`config.mk`:
```
export PLATFORM = sky130hd
export DESIGN_NAME = alpha_bounding_box
export DESIGN_NICKNAME = d
export VERILOG_FILES = /design/src/rtl/aabb_pkg.sv /design/src/rtl/aabb_cfg.sv /design/src/rtl/aabb_tracker.sv /design/src/rtl/alpha_bounding_box.sv
export SDC_FILE = /design/constraint.sdc
export NUM_CORES = 1
export LEC_CHECK = 0
export ABC_AREA = 0
export BUFFER_PORTS_ARGS = -buffer_cell sky130_fd_sc_hd__buf_2
export CAP_MARGIN = 20
export CORE_UTILIZATION = 45
export CTS_BUF_LIST = sky130_fd_sc_hd__clkbuf_16
export CTS_CLUSTER_DIAMETER = 100
export DETAILED_ROUTE_END_ITERATION = 6
export GPL_ROUTABILITY_DRIVEN = 0
export PLACE_DENSITY_LB_ADDON = 0.25
export SLEW_MARGIN = 20
export SYNTH_ARGS = -nofsm -noshare
export SYNTH_HDL_FRONTEND = slang
export SYNTH_SLANG_ARGS = --single-unit
```
`constraint.sdc`:
```
create_clock -name clk -period 10.2 [get_ports clk]
set_clock_uncertainty 0.2 [all_clocks]
set_input_delay 1.02 -clock clk [delete_from_list [all_inputs] [get_ports clk]]
set_output_delay 1.02 -clock clk [all_outputs]
set_load 0.02 [all_outputs]
```
`src/rtl/aabb_pkg.sv`:
```
// ----------------------------------------------------------------------------
// aabb_pkg: shared types and constants for the alpha bounding box
// Coordinate and dimension widths, register indexes, and the structs that
// carry settings and results between the block's modules.
// ----------------------------------------------------------------------------
package aabb_pkg;

	localparam int MAX_DIM   = 4096;
	localparam int COORD_W   = $clog2(MAX_DIM);      // 12: column / row position
	localparam int DIM_W     = COORD_W + 1;          // 13: dimension 1..MAX_DIM
	localparam int CFG_IDX_W = 2;
	localparam int CFG_DAT_W = DIM_W;
	localparam int ALPHA_W   = 8;

	localparam logic [CFG_IDX_W-1:0] REG_IMAGE_WIDTH  = CFG_IDX_W'(0);
	localparam logic [CFG_IDX_W-1:0] REG_IMAGE_HEIGHT = CFG_IDX_W'(1);
	localparam logic [CFG_IDX_W-1:0] REG_HAS_ALPHA    = CFG_IDX_W'(2);

	localparam logic [DIM_W-1:0]   MAX_DIM_V   = DIM_W'(MAX_DIM);
	localparam logic [COORD_W-1:0] COORD_ONES  = '1;

	// Effective (clamped) frame settings.
	typedef struct packed {
		logic [DIM_W-1:0] width;
		logic [DIM_W-1:0] height;
		logic             has_alpha;
	} frame_cfg_t;

	// One bounding box result.
	typedef struct packed {
		logic [COORD_W-1:0] left;
		logic [COORD_W-1:0] top;
		logic [DIM_W-1:0]   right;
		logic [DIM_W-1:0]   bottom;
		logic               found_any;
		logic               alpha_checked;
	} box_t;

	// Force a dimension into 1..MAX_DIM.
	function automatic logic [DIM_W-1:0] clamp_dim(input logic [DIM_W-1:0] v);
		logic [DIM_W-1:0] r;
		if (v == '0)
			r = DIM_W'(1);
		else if (v > MAX_DIM_V)
			r = MAX_DIM_V;
		else
			r = v;
		return r;
	endfunction

endpackage

```
`src/rtl/aabb_cfg.sv`:
```
// ----------------------------------------------------------------------------
// aabb_cfg: configuration registers
// Holds image width, image height and the alpha flag, and presents the
// clamped frame settings to the tracker.
// ----------------------------------------------------------------------------
module aabb_cfg import aabb_pkg::*; (
	input  logic                 clk,
	input  logic                 arst_n,
	input  logic                 cfg_wr_en,
	input  logic [CFG_IDX_W-1:0] cfg_index,
	input  logic [CFG_DAT_W-1:0] cfg_data,
	output frame_cfg_t           frame_cfg
);

	logic [DIM_W-1:0] width_q;
	logic [DIM_W-1:0] height_q;
	logic             has_alpha_q;

	always_ff @(posedge clk or negedge arst_n) begin
		if (!arst_n) begin
			width_q     <= DIM_W'(1024);
			height_q    <= DIM_W'(1024);
			has_alpha_q <= 1'b1;
		end else if (cfg_wr_en) begin
			case (cfg_index)
				REG_IMAGE_WIDTH:  width_q     <= cfg_data[DIM_W-1:0];
				REG_IMAGE_HEIGHT: height_q    <= cfg_data[DIM_W-1:0];
				REG_HAS_ALPHA:    has_alpha_q <= cfg_data[0];
				default: ;
			endcase
		end
	end

	assign frame_cfg.width     = clamp_dim(width_q);
	assign frame_cfg.height    = clamp_dim(height_q);
	assign frame_cfg.has_alpha = has_alpha_q;

endmodule

```
`src/rtl/aabb_tracker.sv`:
```
// ----------------------------------------------------------------------------
// aabb_tracker: raster position and running extent of opaque pixels
// Steps the column/row counters, folds each opaque pixel into the running
// min/max, and forms the frame result on the last pixel.
// ----------------------------------------------------------------------------
module aabb_tracker import aabb_pkg::*; (
	input  logic               clk,
	input  logic               arst_n,
	input  logic               step,
	input  logic [ALPHA_W-1:0] alpha,
	input  frame_cfg_t         frame_cfg,
	output logic               frame_end,
	output box_t               box
);

	logic [COORD_W-1:0] col_q, row_q;
	logic [COORD_W-1:0] min_col_q, min_row_q, max_col_q, max_row_q;
	logic               seen_q;

	logic               opaque;
	logic               row_end;
	logic [COORD_W-1:0] min_col_n, min_row_n, max_col_n, max_row_n;
	logic [DIM_W-1:0]   col_inc, row_inc;

	assign opaque  = (alpha != '0);
	assign col_inc = {1'b0, col_q} + DIM_W'(1);
	assign row_inc = {1'b0, row_q} + DIM_W'(1);
	assign row_end   = (col_inc >= frame_cfg.width);
	assign frame_end = row_end && (row_inc >= frame_cfg.height);

	// Fold the current pixel into the extent.
	always_comb begin
		min_col_n = min_col_q;
		max_col_n = max_col_q;
		min_row_n = min_row_q;
		max_row_n = max_row_q;
		if (opaque) begin
			if (!seen_q || col_q < min_col_q) min_col_n = col_q;
			if (!seen_q || col_q > max_col_q) max_col_n = col_q;
			if (!seen_q || row_q < min_row_q) min_row_n = row_q;
			if (!seen_q || row_q > max_row_q) max_row_n = row_q;
		end
	end

	always_comb begin
		if (!frame_cfg.has_alpha || !(seen_q || opaque)) begin
			box.left      = '0;
			box.top       = '0;
			box.right     = frame_cfg.width;
			box.bottom    = frame_cfg.height;
			box.found_any = 1'b0;
		end else begin
			box.left      = min_col_n;
			box.top       = min_row_n;
			box.right     = {1'b0, max_col_n} + DIM_W'(1);
			box.bottom    = {1'b0, max_row_n} + DIM_W'(1);
			box.found_any = 1'b1;
		end
		box.alpha_checked = frame_cfg.has_alpha;
	end

	always_ff @(posedge clk or negedge arst_n) begin
		if (!arst_n) begin
			col_q     <= '0;
			row_q     <= '0;
			min_col_q <= COORD_ONES;
			min_row_q <= COORD_ONES;
			max_col_q <= '0;
			max_row_q <= '0;
			seen_q    <= 1'b0;
		end else if (step) begin
			if (frame_end) begin
				col_q     <= '0;
				row_q     <= '0;
				min_col_q <= COORD_ONES;
				min_row_q <= COORD_ONES;
				max_col_q <= '0;
				max_row_q <= '0;
				seen_q    <= 1'b0;
			end else begin
				if (row_end) begin
					col_q <= '0;
					row_q <= row_inc[COORD_W-1:0];
				end else begin
					col_q <= col_inc[COORD_W-1:0];
				end
				min_col_q <= min_col_n;
				min_row_q <= min_row_n;
				max_col_q <= max_col_n;
				max_row_q <= max_row_n;
				seen_q    <= seen_q | opaque;
			end
		end
	end

endmodule

```
`src/rtl/alpha_bounding_box.sv`:
```
// ----------------------------------------------------------------------------
// alpha_bounding_box: bounding box of the nonzero-alpha pixels of a frame
// Streams alpha bytes in raster order and reports one box per frame.
// ----------------------------------------------------------------------------
// Feed one alpha byte per request, top row first, each row left to right.
// The block accepts one pixel every cycle unless the input stalls; a request
// is registered on accept and folded into the running extent when it leaves
// the input register. The box of a frame is loaded into the output register
// at the same edge that folds its last pixel, and is then shown as valid.
// The input stalls only when the pixel in the input register ends a frame
// while the previous box is still waiting to be taken. Width and height are
// clamped to 1..4096 (zero reads as one); right and bottom are exclusive
// edges. A frame with no opaque pixel, or with has_alpha clear, reports the
// full image with found_any low; alpha_checked mirrors has_alpha at frame end.
// Write the configuration only while the block is idle.
// ----------------------------------------------------------------------------
module alpha_bounding_box import aabb_pkg::*; (
	input  logic                 clk,
	input  logic                 arst_n,
	// configuration
	input  logic                 cfg_wr_en,
	input  logic [CFG_IDX_W-1:0] cfg_index,
	input  logic [CFG_DAT_W-1:0] cfg_data,
	// pixel input
	input  logic                 in_valid,
	output logic                 in_stall,
	input  logic [ALPHA_W-1:0]   alpha,
	// box output
	output logic                 out_valid,
	input  logic                 out_stall,
	output logic [COORD_W-1:0]   box_left,
	output logic [COORD_W-1:0]   box_top,
	output logic [DIM_W-1:0]     box_right,
	output logic [DIM_W-1:0]     box_bottom,
	output logic                 found_any,
	output logic                 alpha_checked
);

	frame_cfg_t         frame_cfg;
	box_t               box;
	logic               frame_end;

	logic               valid_s1;
	logic [ALPHA_W-1:0] alpha_s1;
	logic               step;
	logic               out_free;
	logic               in_take;

	logic               out_valid_q;
	box_t               box_q;

	aabb_cfg u_cfg (
		.clk       (clk),
		.arst_n    (arst_n),
		.cfg_wr_en (cfg_wr_en),
		.cfg_index (cfg_index),
		.cfg_data  (cfg_data),
		.frame_cfg (frame_cfg)
	);

	aabb_tracker u_tracker (
		.clk       (clk),
		.arst_n    (arst_n),
		.step      (step),
		.alpha     (alpha_s1),
		.frame_cfg (frame_cfg),
		.frame_end (frame_end),
		.box       (box)
	);

	// Output slot is free if empty or being drained this cycle.
	assign out_free = !out_valid_q || !out_stall;

	// Advance the held pixel unless it ends a frame and the box slot is full.
	assign step     = valid_s1 && (!frame_end || out_free);
	assign in_stall = valid_s1 && !step;
	assign in_take  = in_valid && !in_stall;

	// Input register
	always_ff @(posedge clk or negedge arst_n) begin
		if (!arst_n) begin
			valid_s1 <= 1'b0;
		end else if (in_take) begin
			valid_s1 <= 1'b1;
		end else if (step) begin
			valid_s1 <= 1'b0;
		end
	end

	always_ff @(posedge clk) begin
		if (in_take) begin
			alpha_s1 <= alpha;
		end
	end

	// Result register: load on frame end, drop once taken.
	always_ff @(posedge clk or negedge arst_n) begin
		if (!arst_n) begin
			out_valid_q <= 1'b0;
		end else if (step && frame_end) begin
			out_valid_q <= 1'b1;
		end else if (!out_stall) begin
			out_valid_q <= 1'b0;
		end
	end

	always_ff @(posedge clk) begin
		if (step && frame_end) begin
			box_q <= box;
		end
	end

	assign out_valid     = out_valid_q;
	assign box_left      = box_q.left;
	assign box_top       = box_q.top;
	assign box_right     = box_q.right;
	assign box_bottom    = box_q.bottom;
	assign found_any     = box_q.found_any;
	assign alpha_checked = box_q.alpha_checked;

endmodule

```
# After elaboration in Yosys (flattened, before gate mapping)
# Index checks and enable logic that the tools add are counted.
[classes] n_addsub=4 n_mul=0 n_div=0 order_cmp=8 eq_ne=3 shifts=0 muxes=26 bitwise=1 n_reduce_logical=31
[ops] op="$mux 12" n=16
[ops] op="$add 12x1->13 const B" n=4
[ops] op="$mux 13" n=4
[ops] op="$mux 27" n=1
[ops] op="$ge 13x13->1" n=2
[ops] op="$gt 13x13->1 const B" n=2
[ops] op="$logic_not 13->1" n=2
[ops] op="$gt 12x12->1" n=2
[ops] op="$lt 12x12->1" n=2
[ops] op="$logic_not 1->1" n=8
[ops] op="$logic_or 1x1->1" n=8
[ops] op="$reduce_and 2->1" n=4
[ops] op="$reduce_bool 8->1" n=1
[ops] op="$logic_and 1x1->1" n=5
[ops] op="$mux 1" n=5
[ops] op="$reduce_bool 2->1" n=2
[ops] op="$eq 2x1->1 const B" n=1
[ops] op="$eq 2x2->1 const B" n=1
[ops] op="$logic_not 2->1" n=1
[ops] op="$ne 2x1->1 const B" n=1
[ops] op="$or 1x1->1" n=1
[word_totals] ff_bits=162 latchBits=0 mem_bits_rw=0 romBits=0 inputBits=28 n_memories=0

# Depth between registers and ports, before layout
# Gate-level depths: netlist of the first run.
[depth] word_depth=13 depth_mapped=19 depth_no_buf=15

# Hierarchy
# A second synthesis of the first run with hierarchy kept.
[unflattened] cells_unflattened=958 hier_area_um2=9785.6
[modules_own_cells] module="aabb_tracker" instances=1 cells_each=790 area_each_um2=6605.1 seq_area_each_um2=1856.8
[modules_own_cells] module="alpha_bounding_box" instances=1 cells_each=72 area_each_um2=1906.8 seq_area_each_um2=1851.8
[modules_own_cells] module="aabb_cfg" instances=1 cells_each=96 area_each_um2=1273.7 seq_area_each_um2=679.4

# Worst setup path before layout of the first run
# No wires, ideal clock.
[synth_timing] path_kind="register -> register" startpoint="reg u_tracker.row_q[4]" endpoint="reg box_q (netlist bit alpha_checked), enable pin" setup_time_ps=462 t_arrival_ps=5245 required_time_ps=9538 slack_ps=4293 path_stages_with_launch=15 synth_period_minus_slack_ps=5907 cell_sequence="dfrtp_1 -> clkbuf_1 -> and3_1 -> and3_1 -> nand3_1 -> nor2_1 -> xor2_1 -> ha_1 -> a21o_1 -> a21o_1 -> a221oi_4 -> a21o_2 -> nand2_1 -> buf_2 -> nor2_1"
[synth_via] elab_chain_cells=7
[synth_lines] element="start, declared" line="aabb_tracker.sv:16" rtl="logic [COORD_W-1:0] col_q, row_q;"
[synth_lines] element="start signal, assigned" line="aabb_tracker.sv:83" rtl="row_q <= row_inc[COORD_W-1:0];"
[synth_lines] element="$add 12x1->13 (*)" line="aabb_tracker.sv:27" rtl="assign row_inc = {1'b0, row_q} + DIM_W'(1);"
[synth_lines] element="$ge 13x13->1 (*)" line="aabb_tracker.sv:29" rtl="assign frame_end = row_end && (row_inc >= frame_cfg.height);"
[synth_lines] element="$logic_and 1x1->1 (*)" line="aabb_tracker.sv:29"
[synth_lines] element="$logic_not 1->1" line="alpha_bounding_box.sv:75" rtl="assign step = valid_s1 && (!frame_end || out_free);"
[synth_lines] element="$logic_or 1x1->1" line="alpha_bounding_box.sv:75"
[synth_lines] element="$logic_and 1x1->1" line="alpha_bounding_box.sv:75"
[synth_lines] element="$logic_and 1x1->1 (*)" line="alpha_bounding_box.sv:108" rtl="if (step && frame_end) begin"
[synth_lines] element="end signal, assigned" line="alpha_bounding_box.sv:109" rtl="box_q <= box;"
[synth_lines] element="end, declared" line="alpha_bounding_box.sv:50" rtl="box_t box_q;"
# Every way passes the cells marked *; elsewhere a longest branch is shown, timed or not.
# A chain may end at the register's enable or synchronous reset.

# Worst setup path after layout of the first run
[layout_timing] startpoint="reg u_tracker.col_q[2]" endpoint="out in_stall"
[layout_via] elab_chain_cells=8
[layout_lines] element="start, declared" line="aabb_tracker.sv:16"
[layout_lines] element="start signal, assigned" line="aabb_tracker.sv:85" rtl="col_q <= col_inc[COORD_W-1:0];"
[layout_lines] element="$add 12x1->13" line="aabb_tracker.sv:26" rtl="assign col_inc = {1'b0, col_q} + DIM_W'(1);"
[layout_lines] element="$ge 13x13->1" line="aabb_tracker.sv:28" rtl="assign row_end = (col_inc >= frame_cfg.width);"
[layout_lines] element="$logic_and 1x1->1" line="aabb_tracker.sv:29"
[layout_lines] element="$logic_not 1->1" line="alpha_bounding_box.sv:75"
[layout_lines] element="$logic_or 1x1->1" line="alpha_bounding_box.sv:75"
[layout_lines] element="$logic_and 1x1->1" line="alpha_bounding_box.sv:75"
[layout_lines] element="$logic_not 1->1" line="alpha_bounding_box.sv:76" rtl="assign in_stall = valid_s1 && !step;"
[layout_lines] element="$logic_and 1x1->1" line="alpha_bounding_box.sv:76"
[layout_lines] element="end, declared" line="alpha_bounding_box.sv:26" rtl="output logic in_stall,"
# Every way passes these cells.

==> results of run 1 <==
[layout make-up]
| type | instances | share of cell area |
|---|---|---|
| well taps | 275 | 0.0319 |
| repair buffers | 88 | 0.0433 |
| multi-input cells | 643 | 0.446 |
| clock buffers | 17 | 0.0394 |
| clock inverters | 15 | 0.0132 |
| inverters | 56 | 0.0195 |
| flip-flops and latches | 162 | 0.406 |
[cells in the final DEF (no fill, tap or decap), drive strengths merged, types with 8 or more instances in the layout]
| cell type | instances |
|---|---|
| a21oi | 37 |
| xnor2 | 33 |
| clkinv | 8 |
| buf | 88 |
| mux2 | 31 |
| clkbuf | 17 |
| nor4 | 10 |
| dfstp | 27 |
| edfxtp | 60 |
| nand3 | 51 |
| nor2 | 60 |
| mux2i | 37 |
| ha | 76 |
| and3 | 20 |
| nand2b | 8 |
| inv | 58 |
| o21ai | 36 |
| o22a | 24 |
| a22o | 31 |
| nand2 | 72 |
| o211ai | 10 |
| dfrtp | 75 |
| nand4 | 18 |
| xor2 | 11 |
| a21o | 20 |
[worst max-delay path, stage by stage, from the launching register on]
cell and delay [ns]:
dfrtp_1 0.61, nand3_1 0.26, nor2_1 0.37, nand3_1 0.19, xnor2_1 0.27, ha_1 0.29
o21ai_0 0.22, a211oi_1 0.11, o31a_1 0.13, o31ai_1 0.87, nor2_1 0.26, buf_2 0.24
[report_power, final]
part | internal [W] | leakage [nW] | total (W) | switching, W
combinational | 0.000656 | 2.85 | 0.00155 | 0.000899
clock | 0.000358 | 0.273 | 0.000622 | 0.000264
sequential | 0.000893 | 1.76 | 0.00112 | 0.000229
[cells by family (layout without fill, tap and decap cells)]
| kind of cell | Yosys count | after routing | synth area share |
|---|---|---|---|
| AND/OR/NAND/NOR | 257 | 257 | 0.127 |
| AO/OA/AOI/OAI | 198 | 198 | 0.157 |
| flip-flops | 162 | 162 | 0.455 |
| buffers and inverters | 110 | 176 | 0.0489 |
| adder cells (fa/ha/maj) | 76 | 76 | 0.0985 |
| multiplexers | 68 | 68 | 0.0745 |
| XOR/XNOR | 44 | 44 | 0.0399 |
[sequential cells by signal, indices dropped and copies added, names as in the netlist, 8 cells and up]
signal,flops
box_bottom,13
u_tracker.max_col_q,12
u_tracker.max_row_q,12
u_tracker.min_col_q,12
box_right,13
alpha_s1,8
u_cfg.width_q,13
u_tracker.row_q,12
u_cfg.height_q,13
box_left,12
u_tracker.col_q,12
u_tracker.min_row_q,12
box_top,12
[worst min path at each step]
stage	endpoint	cells after the start	slack, ns
final	u_tracker.min_col_q[9]	1	0.32
after floorplan	u_tracker.max_col_q[1]	1	0.28
after CTS	u_tracker.min_col_q[9]	1	0.32
after global placement	u_tracker.min_col_q[7]	1	0.31
after detailed placement	u_tracker.max_col_q[9]	1	0.31
after global routing	u_tracker.min_col_q[7]	1	0.33
[per-layer routing]
metal,wire (µm),part of all wire,GRT usage
met1,11700,0.49,0.346
met5,0,0,0
met3,1360,0.056,0.0347
met4,424,0.018,0.0686
met2,10600,0.44,0.342
[per-stage QoR]
| step | util | total power [W] | setup slack (ns) | std cells |
|---|---|---|---|---|
| 5_1_grt | 0.514 | 0.00354 | 4.31 | 1256 |
| 3_3_place_gp | 0.486 | 0.00265 | 5.21 | 1223 |
| 3_5_place_dp | 0.486 | 0.00266 | 5.08 | 1223 |
| 6_report | 0.514 | 0.00330 | 4.74 | 1256 |
| 2_1_floorplan | - | 0.00227 | 4.29 | 915 |
| 4_1_cts | 0.513 | 0.00330 | 4.74 | 1255 |
==> run summary, run 1 <==
Status - completed
Post-CTS Resized - 0
Fraction of layout cells with a size suffix above 1 - 0.197
Synthesized net count - 1,019
CP startpoint - u_tracker.col_q[2]
Max clock buf depth - 2
# rows - 53
CP required - 8.98 ns
Final setup viols - 0
Vias - 7,153
Final period util - 0.535
Final WL - 24,100 µm
Post-synthesis sequential area ratio - 0.455
Multi-input gate area - 4820 µm²
Area taken by flip-flops and latches - 4390 µm²
Initial antenna violation count - 0
Post CTS Setup Buffer Count - 0
Cells after Synth - 915
Syn Area/Cell - 10.5 µm²
Startpoint types - register
Global route overflow - 0
Slew @ Worst Pin - 1.11 ns
Fillers - 1,901
R2R Path End - box_bottom[3]
Htree depth - 4
Post-synth top area share - 0.194
Top post-synthesis cells by area - dfrtp_1 19%, edfxtp_1 19%, ha_1 9.9%, dfstp_2 7.3%, mux2i_1 3.8%
Crit path max fanout - 13
Hpwl dp - 17,500 µm
Chip Width - 148 µm
Clk sink count - 162
Synth unique cells - 62
Min Hold Slack - 0.320 ns
Count leader, synth - ha_1
Max cap viols - 0
Pre-antenna DRT Iters - 5
Die span in y - 148 µm
Final ANT Viol Nets - 0
Reg clk slew, reported paths - 0.06 ns
I/O pin cnt - 82
Post-route setup TNS - 0 ns
Fin. Hold Viols - 0
Synth Flop Type - dfrtp_1
Pwr Density - 305 nW/µm²
Area grow syn2layout - 11.9%
Port Buf Inserts - 81
Post-synth EDFFs - 60
Final Instance Area - 10,800 µm²
Worst Setup EP - in_stall
Reg-to-reg startpoint - u_tracker.col_q[2]
Routed len/inst - 19.2 µm
CTS root buf - clkbuf_16
Synth Register Bits - 162
Worst EP arrival - 4.24 ns
Placed Area - 10,200 µm²
Initial core utilization - 0.459
Leakage dissipation - 4.88 nW
Nature of the critical path endpoint - output port
N_diodes - 0
Critical path type - reg -> out
Vias/cell - 5.70
Min-delay src - u_tracker.min_col_q[9]
Max Clk Rate - 183 MHz
Min-Delay Path Class - reg -> reg
Synth Warn # - 0
DIE AREA - 22,000 µm²
Fin nets - 1,072
Latest clock arrival within the worst-skew pair - 0.42 ns
Hold Buf Count CTS - 0
Vias in the first global route - 6,841
Unrepaired setup endpoints after global routing - no
Placeable Area - 21,000 µm²
Residual DRC count - 0
R2R setup slack - 5.03 ns
Final max-slew violation count - 0
DRT iter0 DRCs - 575
GR Util All Layers - 0.230
FF-to-FF path depth - 14
Max VDD drop - 147 µV
Synth cell count leaders - 76 x ha_1, 75 x dfrtp_1, 72 x nand2_1
Slew HR - 0.263
First-pass GRT wire length - 38,600 µm
Num CTS Buffers - 17
Largest net degree at the start of global routing - 59
Tmin final - 5.46 ns
Post-Syn Area - 9650 µm²
Yosys top cell by area - dfrtp_1
CTS tree - yes
Async SR Flop Fraction - 0.630
Note: power is estimated with default switching activity, not from simulation.
==> run 2: changes to the inputs <==
==> constraint.sdc (replaced) <==
create_clock -name clk -period 5.1 [get_ports clk]
set_clock_uncertainty 0.2 [all_clocks]
set_input_delay 0.51 -clock clk [delete_from_list [all_inputs] [get_ports clk]]
set_output_delay 0.51 -clock clk [all_outputs]
set_load 0.02 [all_outputs]
==> run summary, run 2 (synthesis gave the netlist of run 1 again) <==
Post-route setup TNS - 0 ns
Final WL - 23,300 µm
Startpoint types - register
Latest clock arrival within the worst-skew pair - 0.44 ns
Pre-antenna DRT Iters - 5
Num CTS Buffers - 17
Critical path buffers and inverters - 1
Initial antenna violation count - 0
Slowest stage delay, CP - 0.59 ns
Slew HR - 0.305
CTS root buf - clkbuf_16
R2R Path End - u_tracker.max_row_q[3]
Tmin final - 4.57 ns
Max cap viols - 0
Max Clk Rate - 219 MHz
Min-Delay Path Class - in -> async
Nature of the critical path endpoint - output port
Non-Filler Instances - 1,272
Leakage dissipation - 4.96 nW
Htree depth - 4
Final Instance Area - 10,900 µm²
Area grow syn2layout - 13.1%
Placed Area - 10,300 µm²
Fin nets - 1,088
Residual DRC count - 0
Largest net degree at the start of global routing - 73
Fillers - 1,877
Cell family with the largest share of critical-path delay - compound AO/OA/AOI/OAI gates
Critical-path top delay cell - dfrtp_1
R2R setup slack - 0.57 ns
Clk sink count - 162
CP Cell Sequence - and3_1 > and3_1 > nand3_1 > nor2_1 > xor2_1 > ha_1 > a21o_1 > a21o_1 > a221oi_4 > a21o_2 > nor2_1 > buf_2
Status - completed
Max clock buf depth - 2
Commonest non-fill, non-tap cell in the layout - buf_2
Most frequent cells in the layout - 80 x buf_2, 76 x ha_1, 75 x dfrtp_1
Global route overflow - 0
Vias/cell - 5.67
PnR Total Power - 0.00660 W
Final period util - 0.897
Die span in y - 148 µm
Final ANT Viol Nets - 0
Pwr Density - 605 nW/µm²
Worst Setup EP - in_stall
Reg clk slew, reported paths - 0.07 ns
Placeable Area - 21,000 µm²
Post-CTS Resized - 0
Placed insts - 1,240
FF-to-FF path depth - 13
First-pass GRT wire length - 37,300 µm
Critical path type - reg -> out
Fraction of layout cells with a size suffix above 1 - 0.214
Routed len/inst - 18.3 µm
Worst EP arrival - 3.86 ns
# rows - 53
Final max-slew violation count - 0
Fin. Hold Viols - 0
Vias in the first global route - 6,720
Crit path max fanout - 13
Max VDD drop - 279 µV
Hold Buf Count CTS - 0
Post CTS Setup Buffer Count - 0
GR Util All Layers - 0.222
CTS tree - yes
Min Hold Slack - 0.0125 ns
Port Buf Inserts - 81
Initial core utilization - 0.459
Hpwl dp - 17,100 µm
Unrepaired setup endpoints after global routing - no
Chip Width - 148 µm
CP required - 4.39 ns
DRT iter0 DRCs - 582
DIE AREA - 22,000 µm²
Vias - 7,209
Final setup viols - 0
Reg-to-reg startpoint - u_tracker.col_q[0]
CP Depth - 12
N_diodes - 0
Slew @ Worst Pin - 1.04 ns
I/O pin cnt - 82
CP startpoint - u_tracker.row_q[3]
==> run 2: changes by cell type in the layout (fill, tap and decap cells not counted), sizes merged <==
| cell | delta |
|---|---|
| buf | +16 |
| inv | +2 |
| bufinv | -1 |
| clkinv | -1 |
==> run 2: final cells by class <==
cell class / count / area, µm² / share of cell area
clock buffers: 17 / 425 / 0.0390
repair buffers: 104 / 581 / 0.0532
multi-input cells: 643 / 4820 / 0.442
well taps: 275 / 344 / 0.0315
inverters: 56 / 210 / 0.0192
clock inverters: 15 / 150 / 0.0137
flip-flops and latches: 162 / 4390 / 0.402
==> run 2: routing by layer <==
metal,GRT usage,wire (µm)
met1,0.330,11300
met2,0.326,10100
met3,0.0344,1400
met4,0.0799,488
met5,0,0
==> run 2: how the worst min path moves through the flow <==
stage	from	to	slack [ns]	cells after the start
after CTS	alpha[4]	alpha_s1[4]	0.04	1
final	arst_n	u_tracker.max_col_q[2]	0.01	1
after global routing	alpha[6]	alpha_s1[6]	0.03	1
after floorplan	arst_n	out_valid	0.01	0
after detailed placement	u_tracker.max_col_q[1]	u_tracker.max_col_q[1]	0.31	1
after global placement	u_tracker.max_col_q[7]	u_tracker.max_col_q[7]	0.30	1
==> run 2: through the flow <==
step | util | worst slack (ns)
floorplan | - | 0.0690
global placement | 0.492 | 0.707
detailed placement | 0.492 | 0.545
CTS | 0.519 | 0.525
global route | 0.519 | 0.245
finish | 0.519 | 0.526
==> run 2: power by group <==
part	leakage, nW	switching, W	internal [W]
logic	2.93	0.00183	0.00135
clock network	0.275	0.000571	0.000686
registers	1.76	0.000377	0.00179
total	4.96	0.00278	0.00382
==> run 3: changes to the inputs <==
--- a/config.mk
+++ b/config.mk
@@ -8,7 +8,9 @@
 export ABC_AREA = 0
 export BUFFER_PORTS_ARGS = -buffer_cell sky130_fd_sc_hd__buf_2
 export CAP_MARGIN = 20
-export CORE_UTILIZATION = 45
+export CELL_PAD_IN_SITES_DETAIL_PLACEMENT = 1
+export CELL_PAD_IN_SITES_GLOBAL_PLACEMENT = 2
+export CORE_UTILIZATION = 40
 export CTS_BUF_LIST = sky130_fd_sc_hd__clkbuf_16
 export CTS_CLUSTER_DIAMETER = 100
 export DETAILED_ROUTE_END_ITERATION = 6
==> run summary, run 3 (synthesis gave the netlist of run 1 again) <==
Status - finished with violations
Violated checks - hold timing
Pwr Density - 611 nW/µm²
# rows - 56
Final WL - 26,900 µm
Min Hold Slack - -0.0282 ns
Final setup viols - 0
Max Clk Rate - 226 MHz
Fin nets - 1,096
Max layer used - met4
Startpoint types - register
Largest net degree at the start of global routing - 65
Vias in the first global route - 7,429
Vias - 7,264
WL met3 - 937 µm
Final ANT Viol Nets - 0
Reg clk slew, reported paths - 0.06 ns
CTS tree - yes
Commonest non-fill, non-tap cell in the layout - buf_2
Final max-slew violation count - 0
Worst EP arrival - 3.71 ns
Hold Buf Count CTS - 0
Max VDD drop - 219 µV
Num CTS Buffers - 17
N_diodes - 0
Placeable Area - 23,500 µm²
Non-Filler Instances - 1,324
Initial core utilization - 0.410
Port Buf Inserts - 81
Post-CTS Resized - 0
Crit path max fanout - 11
Htree depth - 4
Clk sink count - 162
I/O pin cnt - 82
Global route overflow - 0
Placed Area - 10,500 µm²
Tmin final - 4.42 ns
Setup ws final - 0.684 ns
Initial antenna violation count - 0
Final period util - 0.866
Slew HR - 0.228
DIE AREA - 24,800 µm²
Final Instance Area - 11,000 µm²
Post-route setup TNS - 0 ns
Most frequent cells in the layout - 80 x buf_2, 76 x ha_1, 75 x dfrtp_1
Slew @ Worst Pin - 1.16 ns
Critical path type - reg -> out
Fin util - 0.469
Unrepaired setup endpoints after global routing - no
Max clock buf depth - 2
Residual DRC count - 0
Max cap viols - 0
CP required - 4.39 ns
CTS root buf - clkbuf_16
Fraction of layout cells with a size suffix above 1 - 0.216
DRT iter0 DRCs - 343
Pre-CTS setup slack - 0.782 ns
Latest clock arrival within the worst-skew pair - 0.43 ns
Post CTS Setup Buffer Count - 0
Pre-antenna DRT Iters - 4
Die span in y - 157 µm
Placed insts - 1,292
Chip Width - 157 µm
Vias/cell - 5.49
Min-Delay Path Class - in -> async
GR Util All Layers - 0.234
Metal2 WL - 12,100 µm
Leakage dissipation - 4.99 nW
Wl on met1 - 13,500 µm
Routed len/inst - 20.3 µm
Hpwl dp - 20,400 µm
First-pass GRT wire length - 43,100 µm
Fin. Hold Viols - 10
Nature of the critical path endpoint - output port
Area grow syn2layout - 14.3%
[run 3: final timing paths]
check	slack (ns)	from	depth (start not counted)	to
setup / recovery	0.68	u_tracker.col_q[0]	11	in_stall
hold / removal	-0.03	arst_n	1	u_cfg.height_q[5]
setup reg to reg	0.77	u_tracker.col_q[0]	13	u_tracker.max_col_q[7]
hold reg to reg	0.32	u_tracker.min_col_q[11]	1	u_tracker.min_col_q[11]
max in group asynchronous	3.66	arst_n	2	u_tracker.min_row_q[1]
min in group clk	0.05	alpha[3]	1	alpha_s1[3]
[run 3: area by class of cell]
type,count,area (µm²)
inverter,56,210
tap,319,399
timing repair buffer,112,641
multi-input combinational,643,4820
fill,2643,12500
clock inverter,15,146
sequential,162,4390
clock buffer,17,425
[run 3: per-layer routing]
layer	global-route usage	vias up
li1	-	3476
met1	0.339	3623
met2	0.363	145
met3	0.0369	20
met4	0.0555	0
met5	0	-
[run 3: metrics by stage]
step,total power (W),hold slack (ns)
detailed placement,0.00549,0.313
global placement,0.00543,0.307
floorplan,0.00455,0.0144
global route,0.00726,0.0375
finish,0.00674,-0.0282
CTS,0.00678,0.0134
[run 3: report_power, final]
part / switching, W / internal, W
combinational: 0.00194 / 0.00137
sequential: 0.000364 / 0.00179
clock: 0.000552 / 0.000716
total: 0.00286 / 0.00388
[run 3: critical path: stages (launching register included)]
cell	delay (ns)
dfrtp_1	0.57
nand3_1	0.25
nor2_1	0.37
nand3_1	0.19
xnor2_1	0.19
ha_1	0.31
o21ai_0	0.11
a221oi_1	0.44
o31ai_1	0.15
buf_4	0.19
nor2_1	0.29
buf_2	0.23
